**config.mk**
```make
export PLATFORM = sky130hd
export DESIGN_NAME = bounded_keyed_list_flat
export DESIGN_NICKNAME = d
export VERILOG_FILES = /design/src/rtl/core/bkl_pkg.sv /design/src/rtl/core/bkl_req_if.sv /design/src/rtl/core/bkl_rsp_if.sv /design/src/rtl/core/bkl_store.sv /design/src/rtl/core/bounded_keyed_list.sv /design/src/flat_wrapper.sv
export SDC_FILE = /design/constraint.sdc
export NUM_CORES = 2
export LEC_CHECK = 0
export CAP_MARGIN = 10
export CELL_PAD_IN_SITES_DETAIL_PLACEMENT = 1
export CELL_PAD_IN_SITES_GLOBAL_PLACEMENT = 1
export CORE_MARGIN = 4
export CORE_UTILIZATION = 40
export DETAILED_ROUTE_END_ITERATION = 10
export DONT_BUFFER_PORTS = 1
export PLACE_DENSITY_LB_ADDON = 0.1
export SLEW_MARGIN = 20
export SYNTH_ARGS = -nofsm -noshare
export SYNTH_HDL_FRONTEND = slang
export SYNTH_SLANG_ARGS = --single-unit
```
**constraint.sdc**
```tcl
create_clock -name clock -period 26.5 [get_ports clock]
set_clock_uncertainty 0.15 [all_clocks]
set_input_delay 6.625 -clock clock [delete_from_list [all_inputs] [get_ports clock]]
set_output_delay 6.625 -clock clock [all_outputs]
set_load 0.01 [all_outputs]
```
**src/rtl/core/bkl_pkg.sv**
```systemverilog
// shared types and constants of the bounded keyed list
`default_nettype none

package bkl_pkg;

   // fixed field widths of the request and response beats
   localparam int KEY_W            = 32;
   localparam int PAYLOAD_W        = 64;
   localparam int FUNC_W           = 3;
   localparam int COUNT_W          = 5;
   localparam int CAPACITY_DEFAULT = 16;

   // operation codes carried in the func field
   typedef enum logic [FUNC_W-1:0] {
      FUNC_APPEND    = 3'd0,
      FUNC_INS_FRONT = 3'd1,
      FUNC_INS_ORD   = 3'd2,
      FUNC_REM_FRONT = 3'd3,
      FUNC_REM_BACK  = 3'd4,
      FUNC_REM_KEY   = 3'd5,
      FUNC_LOOKUP    = 3'd6
   } func_type;

   // sequencer states
   typedef enum logic [3:0] {
      ST_IDLE,
      ST_SCAN_RD,
      ST_SCAN_CHK,
      ST_SHUP_RD,
      ST_SHUP_WR,
      ST_SHDN_RD,
      ST_SHDN_WR,
      ST_PLACE,
      ST_DONE
   } state_type;

   // one stored record
   typedef struct packed {
      logic signed [KEY_W-1:0] key;
      logic [PAYLOAD_W-1:0]    payload;
   } record_type;

   // strobes from the sequencer to the record store
   typedef struct packed {
      logic wr_en;
      logic rd_en;
   } store_ctl_type;

endpackage

`default_nettype wire

```
**src/rtl/core/bkl_req_if.sv**
```systemverilog
// request channel of the bounded keyed list
`default_nettype none

interface bkl_req_if import bkl_pkg::*; ();
   logic                    valid;
   logic                    ready;
   logic [FUNC_W-1:0]       func;
   logic signed [KEY_W-1:0] key;
   logic [PAYLOAD_W-1:0]    payload;

   modport source (output valid, output func, output key, output payload, input ready);
   modport sink   (input valid, input func, input key, input payload, output ready);
endinterface

`default_nettype wire

```
**src/rtl/core/bkl_rsp_if.sv**
```systemverilog
// response channel of the bounded keyed list
`default_nettype none

interface bkl_rsp_if import bkl_pkg::*; ();
   logic                    valid;
   logic                    ready;
   logic                    ok;
   logic [COUNT_W-1:0]      count;
   logic                    is_empty;
   logic                    is_full;
   logic signed [KEY_W-1:0] found_key;
   logic [PAYLOAD_W-1:0]    found_payload;

   modport source (output valid, output ok, output count, output is_empty, output is_full,
                   output found_key, output found_payload, input ready);
   modport sink   (input valid, input ok, input count, input is_empty, input is_full,
                   input found_key, input found_payload, output ready);
endinterface

`default_nettype wire

```
**src/rtl/core/bkl_store.sv**
```systemverilog
// record store: one write port, one read port with registered read data
`default_nettype none

module bkl_store import bkl_pkg::*; #(
   parameter int DEPTH = CAPACITY_DEFAULT,
   parameter int IDX_W = (DEPTH > 1) ? $clog2(DEPTH) : 1
) (
   input  wire logic          clock,
   input  wire store_ctl_type ctl,
   input  wire logic [IDX_W-1:0] wr_addr,
   input  wire record_type    wr_data,
   input  wire logic [IDX_W-1:0] rd_addr,
   output      record_type    rd_data
);

   record_type mem [DEPTH];
   record_type rd_data_ff;

   // write port
   always_ff @(posedge clock) begin
      if (ctl.wr_en) begin
         mem[wr_addr] <= wr_data;
      end
   end

   // read port
   always_ff @(posedge clock) begin
      if (ctl.rd_en) begin
         rd_data_ff <= mem[rd_addr];
      end
   end

   assign rd_data = rd_data_ff;

endmodule

`default_nettype wire

```
**src/rtl/core/bounded_keyed_list.sv**
```systemverilog
// bounded keyed list: fixed-capacity contiguous list of keyed records
//
// The block takes one request beat (func, key, payload) on req_chan and
// returns exactly one response beat on rsp_chan (ok, count, empty and full
// marks, and the record found by a lookup; zero otherwise).
// Records sit in one store with a write port and a registered read port,
// from position 0 upward. A small sequencer walks the store one entry at a
// time through one key compare unit and small cursor counters: each entry
// scanned or moved passes through a read state and a compare or write state.
// Append writes the new record directly, remove back and refused inserts
// touch no entry, and insert front, ordered insert, remove front, remove by
// key and lookup scan or shift entries first.
// req_chan.ready is high only while the sequencer is idle, so one request is
// in work at a time. The response sits in an output register: a new request
// is taken while the previous response waits, and a finished result holds in
// the sequencer until the output register frees up when the receiver stalls.
// Reset empties the list and drops any pending response. Store contents are
// not cleared; only positions below the count are ever read.
`default_nettype none

module bounded_keyed_list import bkl_pkg::*; #(
   parameter int CAPACITY = CAPACITY_DEFAULT
) (
   input wire logic clock,
   input wire logic reset,
   bkl_req_if.sink   req_chan,
   bkl_rsp_if.source rsp_chan
);

   localparam int CNT_W = $clog2(CAPACITY + 1);
   localparam int IDX_W = (CAPACITY > 1) ? $clog2(CAPACITY) : 1;
   localparam logic [CNT_W-1:0] CAP_CNT = CNT_W'(CAPACITY);

   // control state
   state_type        state_ff, state_in;
   logic [CNT_W-1:0] count_ff, count_in;
   logic             rsp_valid_ff, rsp_valid_in;

   // working registers
   func_type                func_ff, func_in;
   logic signed [KEY_W-1:0] key_ff, key_in;
   logic [PAYLOAD_W-1:0]    payload_ff, payload_in;
   logic [CNT_W-1:0]        pos_ff, pos_in;
   logic [CNT_W-1:0]        idx_ff, idx_in;
   logic                    ok_ff, ok_in;
   logic signed [KEY_W-1:0] fkey_ff, fkey_in;
   logic [PAYLOAD_W-1:0]    fpay_ff, fpay_in;

   // response registers
   logic                    rsp_ok_ff, rsp_ok_in;
   logic [COUNT_W-1:0]      rsp_count_ff, rsp_count_in;
   logic                    rsp_empty_ff, rsp_empty_in;
   logic                    rsp_full_ff, rsp_full_in;
   logic signed [KEY_W-1:0] rsp_fkey_ff, rsp_fkey_in;
   logic [PAYLOAD_W-1:0]    rsp_fpay_ff, rsp_fpay_in;

   // store port
   store_ctl_type    store_ctl;
   logic [IDX_W-1:0] wr_addr;
   logic [IDX_W-1:0] rd_addr;
   record_type       wr_data;
   record_type       rd_data;

   // shared compare and cursor arithmetic
   logic                     key_le;
   logic                     key_eq;
   logic [CNT_W-1:0]         idx_inc;
   logic [CNT_W-1:0]         idx_dec;
   logic [CNT_W-1:0]         pos_inc;
   logic                     is_full;
   logic                     is_empty;
   logic [CNT_W+COUNT_W-1:0] count_wide;
   func_type                 req_func;

   bkl_store #(
      .DEPTH (CAPACITY),
      .IDX_W (IDX_W)
   ) u_store (
      .clock   (clock),
      .ctl     (store_ctl),
      .wr_addr (wr_addr),
      .wr_data (wr_data),
      .rd_addr (rd_addr),
      .rd_data (rd_data)
   );

   assign key_le     = $signed(rd_data.key) <= $signed(key_ff);
   assign key_eq     = rd_data.key == key_ff;
   assign idx_inc    = idx_ff + 1'b1;
   assign idx_dec    = idx_ff - 1'b1;
   assign pos_inc    = pos_ff + 1'b1;
   assign is_full    = count_ff == CAP_CNT;
   assign is_empty   = count_ff == '0;
   assign count_wide = {{COUNT_W{1'b0}}, count_ff};
   assign req_func   = func_type'(req_chan.func);

   // sequencer: next state, store strobes and register updates
   always_comb begin
      state_in     = state_ff;
      count_in     = count_ff;
      rsp_valid_in = rsp_valid_ff;
      func_in      = func_ff;
      key_in       = key_ff;
      payload_in   = payload_ff;
      pos_in       = pos_ff;
      idx_in       = idx_ff;
      ok_in        = ok_ff;
      fkey_in      = fkey_ff;
      fpay_in      = fpay_ff;
      rsp_ok_in    = rsp_ok_ff;
      rsp_count_in = rsp_count_ff;
      rsp_empty_in = rsp_empty_ff;
      rsp_full_in  = rsp_full_ff;
      rsp_fkey_in  = rsp_fkey_ff;
      rsp_fpay_in  = rsp_fpay_ff;
      store_ctl    = '0;
      wr_addr      = idx_ff[IDX_W-1:0];
      rd_addr      = pos_ff[IDX_W-1:0];
      wr_data      = rd_data;

      // response beat taken
      if (rsp_valid_ff && rsp_chan.ready) begin
         rsp_valid_in = 1'b0;
      end

      case (state_ff)
         ST_IDLE: begin
            if (req_chan.valid) begin
               func_in    = req_func;
               key_in     = req_chan.key;
               payload_in = req_chan.payload;
               ok_in      = 1'b0;
               fkey_in    = '0;
               fpay_in    = '0;
               pos_in     = '0;
               idx_in     = count_ff;
               case (req_func)
                  FUNC_APPEND: begin
                     if (is_full) begin
                        state_in = ST_DONE;
                     end else begin
                        pos_in   = count_ff;
                        state_in = ST_PLACE;
                     end
                  end
                  FUNC_INS_FRONT: begin
                     state_in = is_full ? ST_DONE : ST_SHUP_RD;
                  end
                  FUNC_INS_ORD: begin
                     state_in = is_full ? ST_DONE : ST_SCAN_RD;
                  end
                  FUNC_REM_FRONT: begin
                     idx_in   = '0;
                     state_in = is_empty ? ST_DONE : ST_SHDN_RD;
                  end
                  FUNC_REM_BACK: begin
                     if (!is_empty) begin
                        count_in = count_ff - 1'b1;
                        ok_in    = 1'b1;
                     end
                     state_in = ST_DONE;
                  end
                  FUNC_REM_KEY, FUNC_LOOKUP: begin
                     state_in = ST_SCAN_RD;
                  end
                  default: begin
                     state_in = ST_DONE;
                  end
               endcase
            end
         end

         // scan: read the entry at the cursor or finish at the count
         ST_SCAN_RD: begin
            if (pos_ff == count_ff) begin
               state_in = (func_ff == FUNC_INS_ORD) ? ST_SHUP_RD : ST_DONE;
            end else begin
               store_ctl.rd_en = 1'b1;
               state_in        = ST_SCAN_CHK;
            end
         end

         // scan: compare the entry just read
         ST_SCAN_CHK: begin
            if (func_ff == FUNC_INS_ORD) begin
               if (key_le) begin
                  pos_in   = pos_inc;
                  state_in = ST_SCAN_RD;
               end else begin
                  state_in = ST_SHUP_RD;
               end
            end else if (key_eq) begin
               if (func_ff == FUNC_LOOKUP) begin
                  ok_in    = 1'b1;
                  fkey_in  = rd_data.key;
                  fpay_in  = rd_data.payload;
                  state_in = ST_DONE;
               end else begin
                  idx_in   = pos_ff;
                  state_in = ST_SHDN_RD;
               end
            end else begin
               pos_in   = pos_inc;
               state_in = ST_SCAN_RD;
            end
         end

         // shift up: move entry idx-1 to idx, down to the insert position
         ST_SHUP_RD: begin
            if (idx_ff == pos_ff) begin
               state_in = ST_PLACE;
            end else begin
               store_ctl.rd_en = 1'b1;
               rd_addr         = idx_dec[IDX_W-1:0];
               state_in        = ST_SHUP_WR;
            end
         end

         ST_SHUP_WR: begin
            store_ctl.wr_en = 1'b1;
            idx_in          = idx_dec;
            state_in        = ST_SHUP_RD;
         end

         // shift down: move entry idx+1 to idx up to the last record
         ST_SHDN_RD: begin
            if (idx_inc >= count_ff) begin
               count_in = count_ff - 1'b1;
               ok_in    = 1'b1;
               state_in = ST_DONE;
            end else begin
               store_ctl.rd_en = 1'b1;
               rd_addr         = idx_inc[IDX_W-1:0];
               state_in        = ST_SHDN_WR;
            end
         end

         ST_SHDN_WR: begin
            store_ctl.wr_en = 1'b1;
            idx_in          = idx_inc;
            state_in        = ST_SHDN_RD;
         end

         // write the new record at its position
         ST_PLACE: begin
            store_ctl.wr_en = 1'b1;
            wr_addr         = pos_ff[IDX_W-1:0];
            wr_data         = '{key: key_ff, payload: payload_ff};
            count_in        = count_ff + 1'b1;
            ok_in           = 1'b1;
            state_in        = ST_DONE;
         end

         // hand the result to the output register once it is free
         ST_DONE: begin
            if (!rsp_valid_ff || rsp_chan.ready) begin
               rsp_valid_in = 1'b1;
               rsp_ok_in    = ok_ff;
               rsp_count_in = count_wide[COUNT_W-1:0];
               rsp_empty_in = is_empty;
               rsp_full_in  = is_full;
               rsp_fkey_in  = fkey_ff;
               rsp_fpay_in  = fpay_ff;
               state_in     = ST_IDLE;
            end
         end

         default: begin
            state_in = ST_IDLE;
         end
      endcase
   end

   // control registers
   always_ff @(posedge clock) begin
      if (reset) begin
         state_ff     <= ST_IDLE;
         count_ff     <= '0;
         rsp_valid_ff <= 1'b0;
      end else begin
         state_ff     <= state_in;
         count_ff     <= count_in;
         rsp_valid_ff <= rsp_valid_in;
      end
   end

   // working and response registers
   always_ff @(posedge clock) begin
      func_ff      <= func_in;
      key_ff       <= key_in;
      payload_ff   <= payload_in;
      pos_ff       <= pos_in;
      idx_ff       <= idx_in;
      ok_ff        <= ok_in;
      fkey_ff      <= fkey_in;
      fpay_ff      <= fpay_in;
      rsp_ok_ff    <= rsp_ok_in;
      rsp_count_ff <= rsp_count_in;
      rsp_empty_ff <= rsp_empty_in;
      rsp_full_ff  <= rsp_full_in;
      rsp_fkey_ff  <= rsp_fkey_in;
      rsp_fpay_ff  <= rsp_fpay_in;
   end

   // channel outputs
   assign req_chan.ready         = state_ff == ST_IDLE;
   assign rsp_chan.valid         = rsp_valid_ff;
   assign rsp_chan.ok            = rsp_ok_ff;
   assign rsp_chan.count         = rsp_count_ff;
   assign rsp_chan.is_empty      = rsp_empty_ff;
   assign rsp_chan.is_full       = rsp_full_ff;
   assign rsp_chan.found_key     = rsp_fkey_ff;
   assign rsp_chan.found_payload = rsp_fpay_ff;

endmodule

`default_nettype wire

```
**src/flat_wrapper.sv**
```systemverilog
// flat-port wrapper written by rule: the top's interface ports become plain ports
module bounded_keyed_list_flat import bkl_pkg::*;
#(
   parameter int CAPACITY = CAPACITY_DEFAULT
)
  (clock, reset, req_chan_valid, req_chan_func, req_chan_key, req_chan_payload, req_chan_ready, rsp_chan_valid, rsp_chan_ok, rsp_chan_count, rsp_chan_is_empty, rsp_chan_is_full, rsp_chan_found_key, rsp_chan_found_payload, rsp_chan_ready);
  bkl_req_if req_chan_i ();
  bkl_rsp_if rsp_chan_i ();
  input wire logic clock;
  input wire logic reset;
  input wire logic [$bits(req_chan_i.valid)-1:0] req_chan_valid;
  input wire logic [$bits(req_chan_i.func)-1:0] req_chan_func;
  input wire logic [$bits(req_chan_i.key)-1:0] req_chan_key;
  input wire logic [$bits(req_chan_i.payload)-1:0] req_chan_payload;
  output wire logic [$bits(req_chan_i.ready)-1:0] req_chan_ready;
  output wire logic [$bits(rsp_chan_i.valid)-1:0] rsp_chan_valid;
  output wire logic [$bits(rsp_chan_i.ok)-1:0] rsp_chan_ok;
  output wire logic [$bits(rsp_chan_i.count)-1:0] rsp_chan_count;
  output wire logic [$bits(rsp_chan_i.is_empty)-1:0] rsp_chan_is_empty;
  output wire logic [$bits(rsp_chan_i.is_full)-1:0] rsp_chan_is_full;
  output wire logic [$bits(rsp_chan_i.found_key)-1:0] rsp_chan_found_key;
  output wire logic [$bits(rsp_chan_i.found_payload)-1:0] rsp_chan_found_payload;
  input wire logic [$bits(rsp_chan_i.ready)-1:0] rsp_chan_ready;
  assign req_chan_i.valid = req_chan_valid;
  assign req_chan_i.func = req_chan_func;
  assign req_chan_i.key = req_chan_key;
  assign req_chan_i.payload = req_chan_payload;
  assign req_chan_ready = req_chan_i.ready;
  assign rsp_chan_valid = rsp_chan_i.valid;
  assign rsp_chan_ok = rsp_chan_i.ok;
  assign rsp_chan_count = rsp_chan_i.count;
  assign rsp_chan_is_empty = rsp_chan_i.is_empty;
  assign rsp_chan_is_full = rsp_chan_i.is_full;
  assign rsp_chan_found_key = rsp_chan_i.found_key;
  assign rsp_chan_found_payload = rsp_chan_i.found_payload;
  assign rsp_chan_i.ready = rsp_chan_ready;
  bounded_keyed_list #(.CAPACITY(CAPACITY)) u_core (.clock(clock), .reset(reset), .req_chan(req_chan_i), .rsp_chan(rsp_chan_i));
endmodule
```
==> results.json <==
{
  "status": "finished clean",
  "viasPerCell": 5.919,
  "drive_above_1_share_pct": 11.90,
  "synth_top_family_by_area": "compound AO/OA/AOI/OAI gates",
  "hpwlAfterDp_mm": 123.0,
  "grt_pass1_vias": 54300,
  "power_switching_share_pct": 34.08,
  "final_util_pct": 44.91,
  "maxSlewViolCount": 0,
  "gp_congestion": 0.7336,
  "path_cells": "nor2_4 -> buf_4 -> nand2_1 -> inv_1",
  "netSwitchingPower_mw": 3.390,
  "drv_cap": 0,
  "place_inst": 8321,
  "synthArstFlopShare_pct": 0,
  "ys_types": 67,
  "drc": 0,
  "core_sq_um": 205400,
  "ios": 209,
  "finalSetupViolations": 0,
  "cts_buffers": 214,
  "io_buffers": 0,
  "p_comb_share_pct": 29.9,
  "area_growth_syn_to_layout_pct": 11.30,
  "synth_most_common_cell": "edfxtp_1",
  "cpPeakStageDelay_ps": 570,
  "drt_first_iter_violations": 4051,
  "cts-resized-gates": 0,
  "yosys.area.top_type": "edfxtp_1",
  "fin_tns_setup_ps": 0,
  "grt-ovfl-total": 0,
  "placed_area_sq_um": 85530,
  "finalInstanceArea_sq_um": 92250,
  "finalCritPeriodShare_pct": 34.98,
  "finalPower_mw": 9.950,
  "final_net_count": 5996,
  "synth_edf_count": 1942,
  "clkLatencyLatePin_ps": 850,
  "cts_sinks": 1952,
  "drt.antenna.violating_nets": 0,
  "postSynthAreaPerCell_sq_um": 13.80,
  "start_util_pct": 40.35,
  "multi_input_area_sq_um": 22350,
  "power_frac_seq_pct": 41.3,
  "postCtsSetupBuffers": 0,
  "ys.warnings.count": 0,
  "yosys-top-cells-count": "edfxtp_1, nand2_1, a211oi_1",
  "hold_class": "flop to flop",
  "synth_compound_area_share_pct": 12.17,
  "hold_violations": 0,
  "fp.dieH_um": 463.2,
  "syn_inst": 6007,
  "rsz0062_at_grt": "false",
  "clk_pin_slew_worst_paths_ps": 60,
  "dr.pass1.iters": 7,
  "yosysSeqAreaShare_pct": 70.60,
  "netlist.area_leader.share_pct": 70.36,
  "ctsHoldBuffers": 0,
  "cts_tree": "built",
  "die_area_sq_um": 214600,
  "drt-wirelength-per-cell_um": 28.21,
  "synth-xor-area-share_pct": 0.2642,
  "seq_area_sq_um": 58520,
  "nFillCells": 20180,
  "startpoint_type": "flop",
  "arrival_ps": 2490,
  "peakVddDrop_uv": 142.3,
  "synth-simple-area-share_pct": 11.32,
  "ys.flop_type": "edfxtp_1",
  "whs_ps": 260.8,
  "synthTopCellsByArea": "edfxtp_1, a211oi_1, nand2_1",
  "power_frac_clock_pct": 28.7,
  "cp_max_fo": 55,
  "slew_headroom_pct": 7.440,
  "core.rowCount": 166,
  "powerDensity_nw_per_um2": 107.9,
  "grt_max_degree": 207,
  "synth_nets": 6154,
  "fmax_mhz": 107.9,
  "cts-root-buf": "clkbuf_16",
  "required_ps": 19730,
  "synth_seq_cells": 1952,
  "synthAdderAreaFrac_pct": 0.6732,
  "clock_path_buffers": 3,
  "fin_cells": 8718,
  "syn_area_sq_um": 82890,
  "post-place-ws_ps": 17300,
  "drt_wl_total_mm": 245.9,
  "p_int_mw": 6.559,
  "worst_slack_ps": 17230,
  "grtUsageTotal_pct": 22.42,
  "worstSetupEndpointType": "primary output",
  "route.vias.total": 51600,
  "synth_mux_area_share_pct": 2.213,
  "crit_type": "flop to primary output",
  "antenna_found_initial": 6,
  "period_needed_ps": 9269,
  "h-tree-depth": 4,
  "slowest_stage": "buf_4",
  "p_leak_nw": 30.99,
  "die_w_um": 463.2,
  "tightest_slew_ps": 1388,
  "grt_pass1_wl_mm": 364.1
}
[path summary, 6_finish.rpt]
kind,from,to,slack (ps),cells after the start
setup reg to reg,u_core.idx_ff[0],u_core.u_store.rd_data[28],20080,14
hold / removal,u_core.fpay_ff[19],u_core.rsp_chan.found_payload[19],260,0
hold reg to reg,u_core.fpay_ff[19],u_core.rsp_chan.found_payload[19],260,0
setup / recovery,u_core.state_ff[0],req_chan_ready,17230,4
[state kept, by name, summed over array words and instances, names as in the netlist, 32 cells and up]
register and flops:
u_core.fkey_ff 32, u_core.fpay_ff 64, u_core.key_ff 32, u_core.payload_ff 64
u_core.rsp_chan.found_key 32, u_core.rsp_chan.found_payload 64, u_core.u_store.mem 1536, u_core.u_store.rd_data 96
[layout by cell type (no fill, tap or decap), types with 120 or more instances in the layout]
| cell type | Yosys | routed |
|---|---|---|
| nor2_1 | 244 | 227 |
| clkbuf_16 | 0 | 215 |
| edfxtp_1 | 1942 | 1942 |
| nand2b_1 | 191 | 191 |
| a211oi_1 | 579 | 579 |
| nand2_1 | 1014 | 1010 |
| buf_4 | 11 | 120 |
| a22oi_1 | 194 | 194 |
| and3_1 | 480 | 479 |
| mux2_2 | 162 | 162 |
[cell type report]
cell class	count	share of cell area, %
flip-flops and latches	1952	63.43
multi-input cells	3504	24.23
clock buffers	269	6.052
well taps	2688	3.646
repair buffers	132	1.237
clock inverters	124	1.208
inverters	45	0.1885
diodes	4	0.01085
[worst max-delay path, delay by kind of cell, from the launching register on]
family / cells / cell delay [ps]
flip-flops: 1 / 460
buffers and inverters: 2 / 790
AND/OR/NAND/NOR: 2 / 430
[kinds of logic after synthesis]
group	count (synthesis)
simple gates	1996
mux	163
compound gates	1276
fa+ha+maj	44
xor+xnor	25
flops	1952
buf+inv	551
[metal layers]
layer	wire length [um]	vias to the layer above	part of all wire [%]	GRT usage (%)
met4	4933	0	2.0	5.306
met5	0	-	0	0
met2	117600	1190	48	37.58
met3	11080	307	4.5	2.990
li1	-	22830	-	-
met1	112300	27270	46	31.06
[power groups by stage]
stage	clock [mW]	sequential, mW	combinational [mW]
finish	2.86	4.11	2.98
CTS	2.94	4.12	3.02
global placement	0	4.18	2.95
floorplan	0	4.12	2.02
global route	3.07	4.14	3.25
detailed placement	0	4.17	3.00
Power figures use the tool's default switching activity.
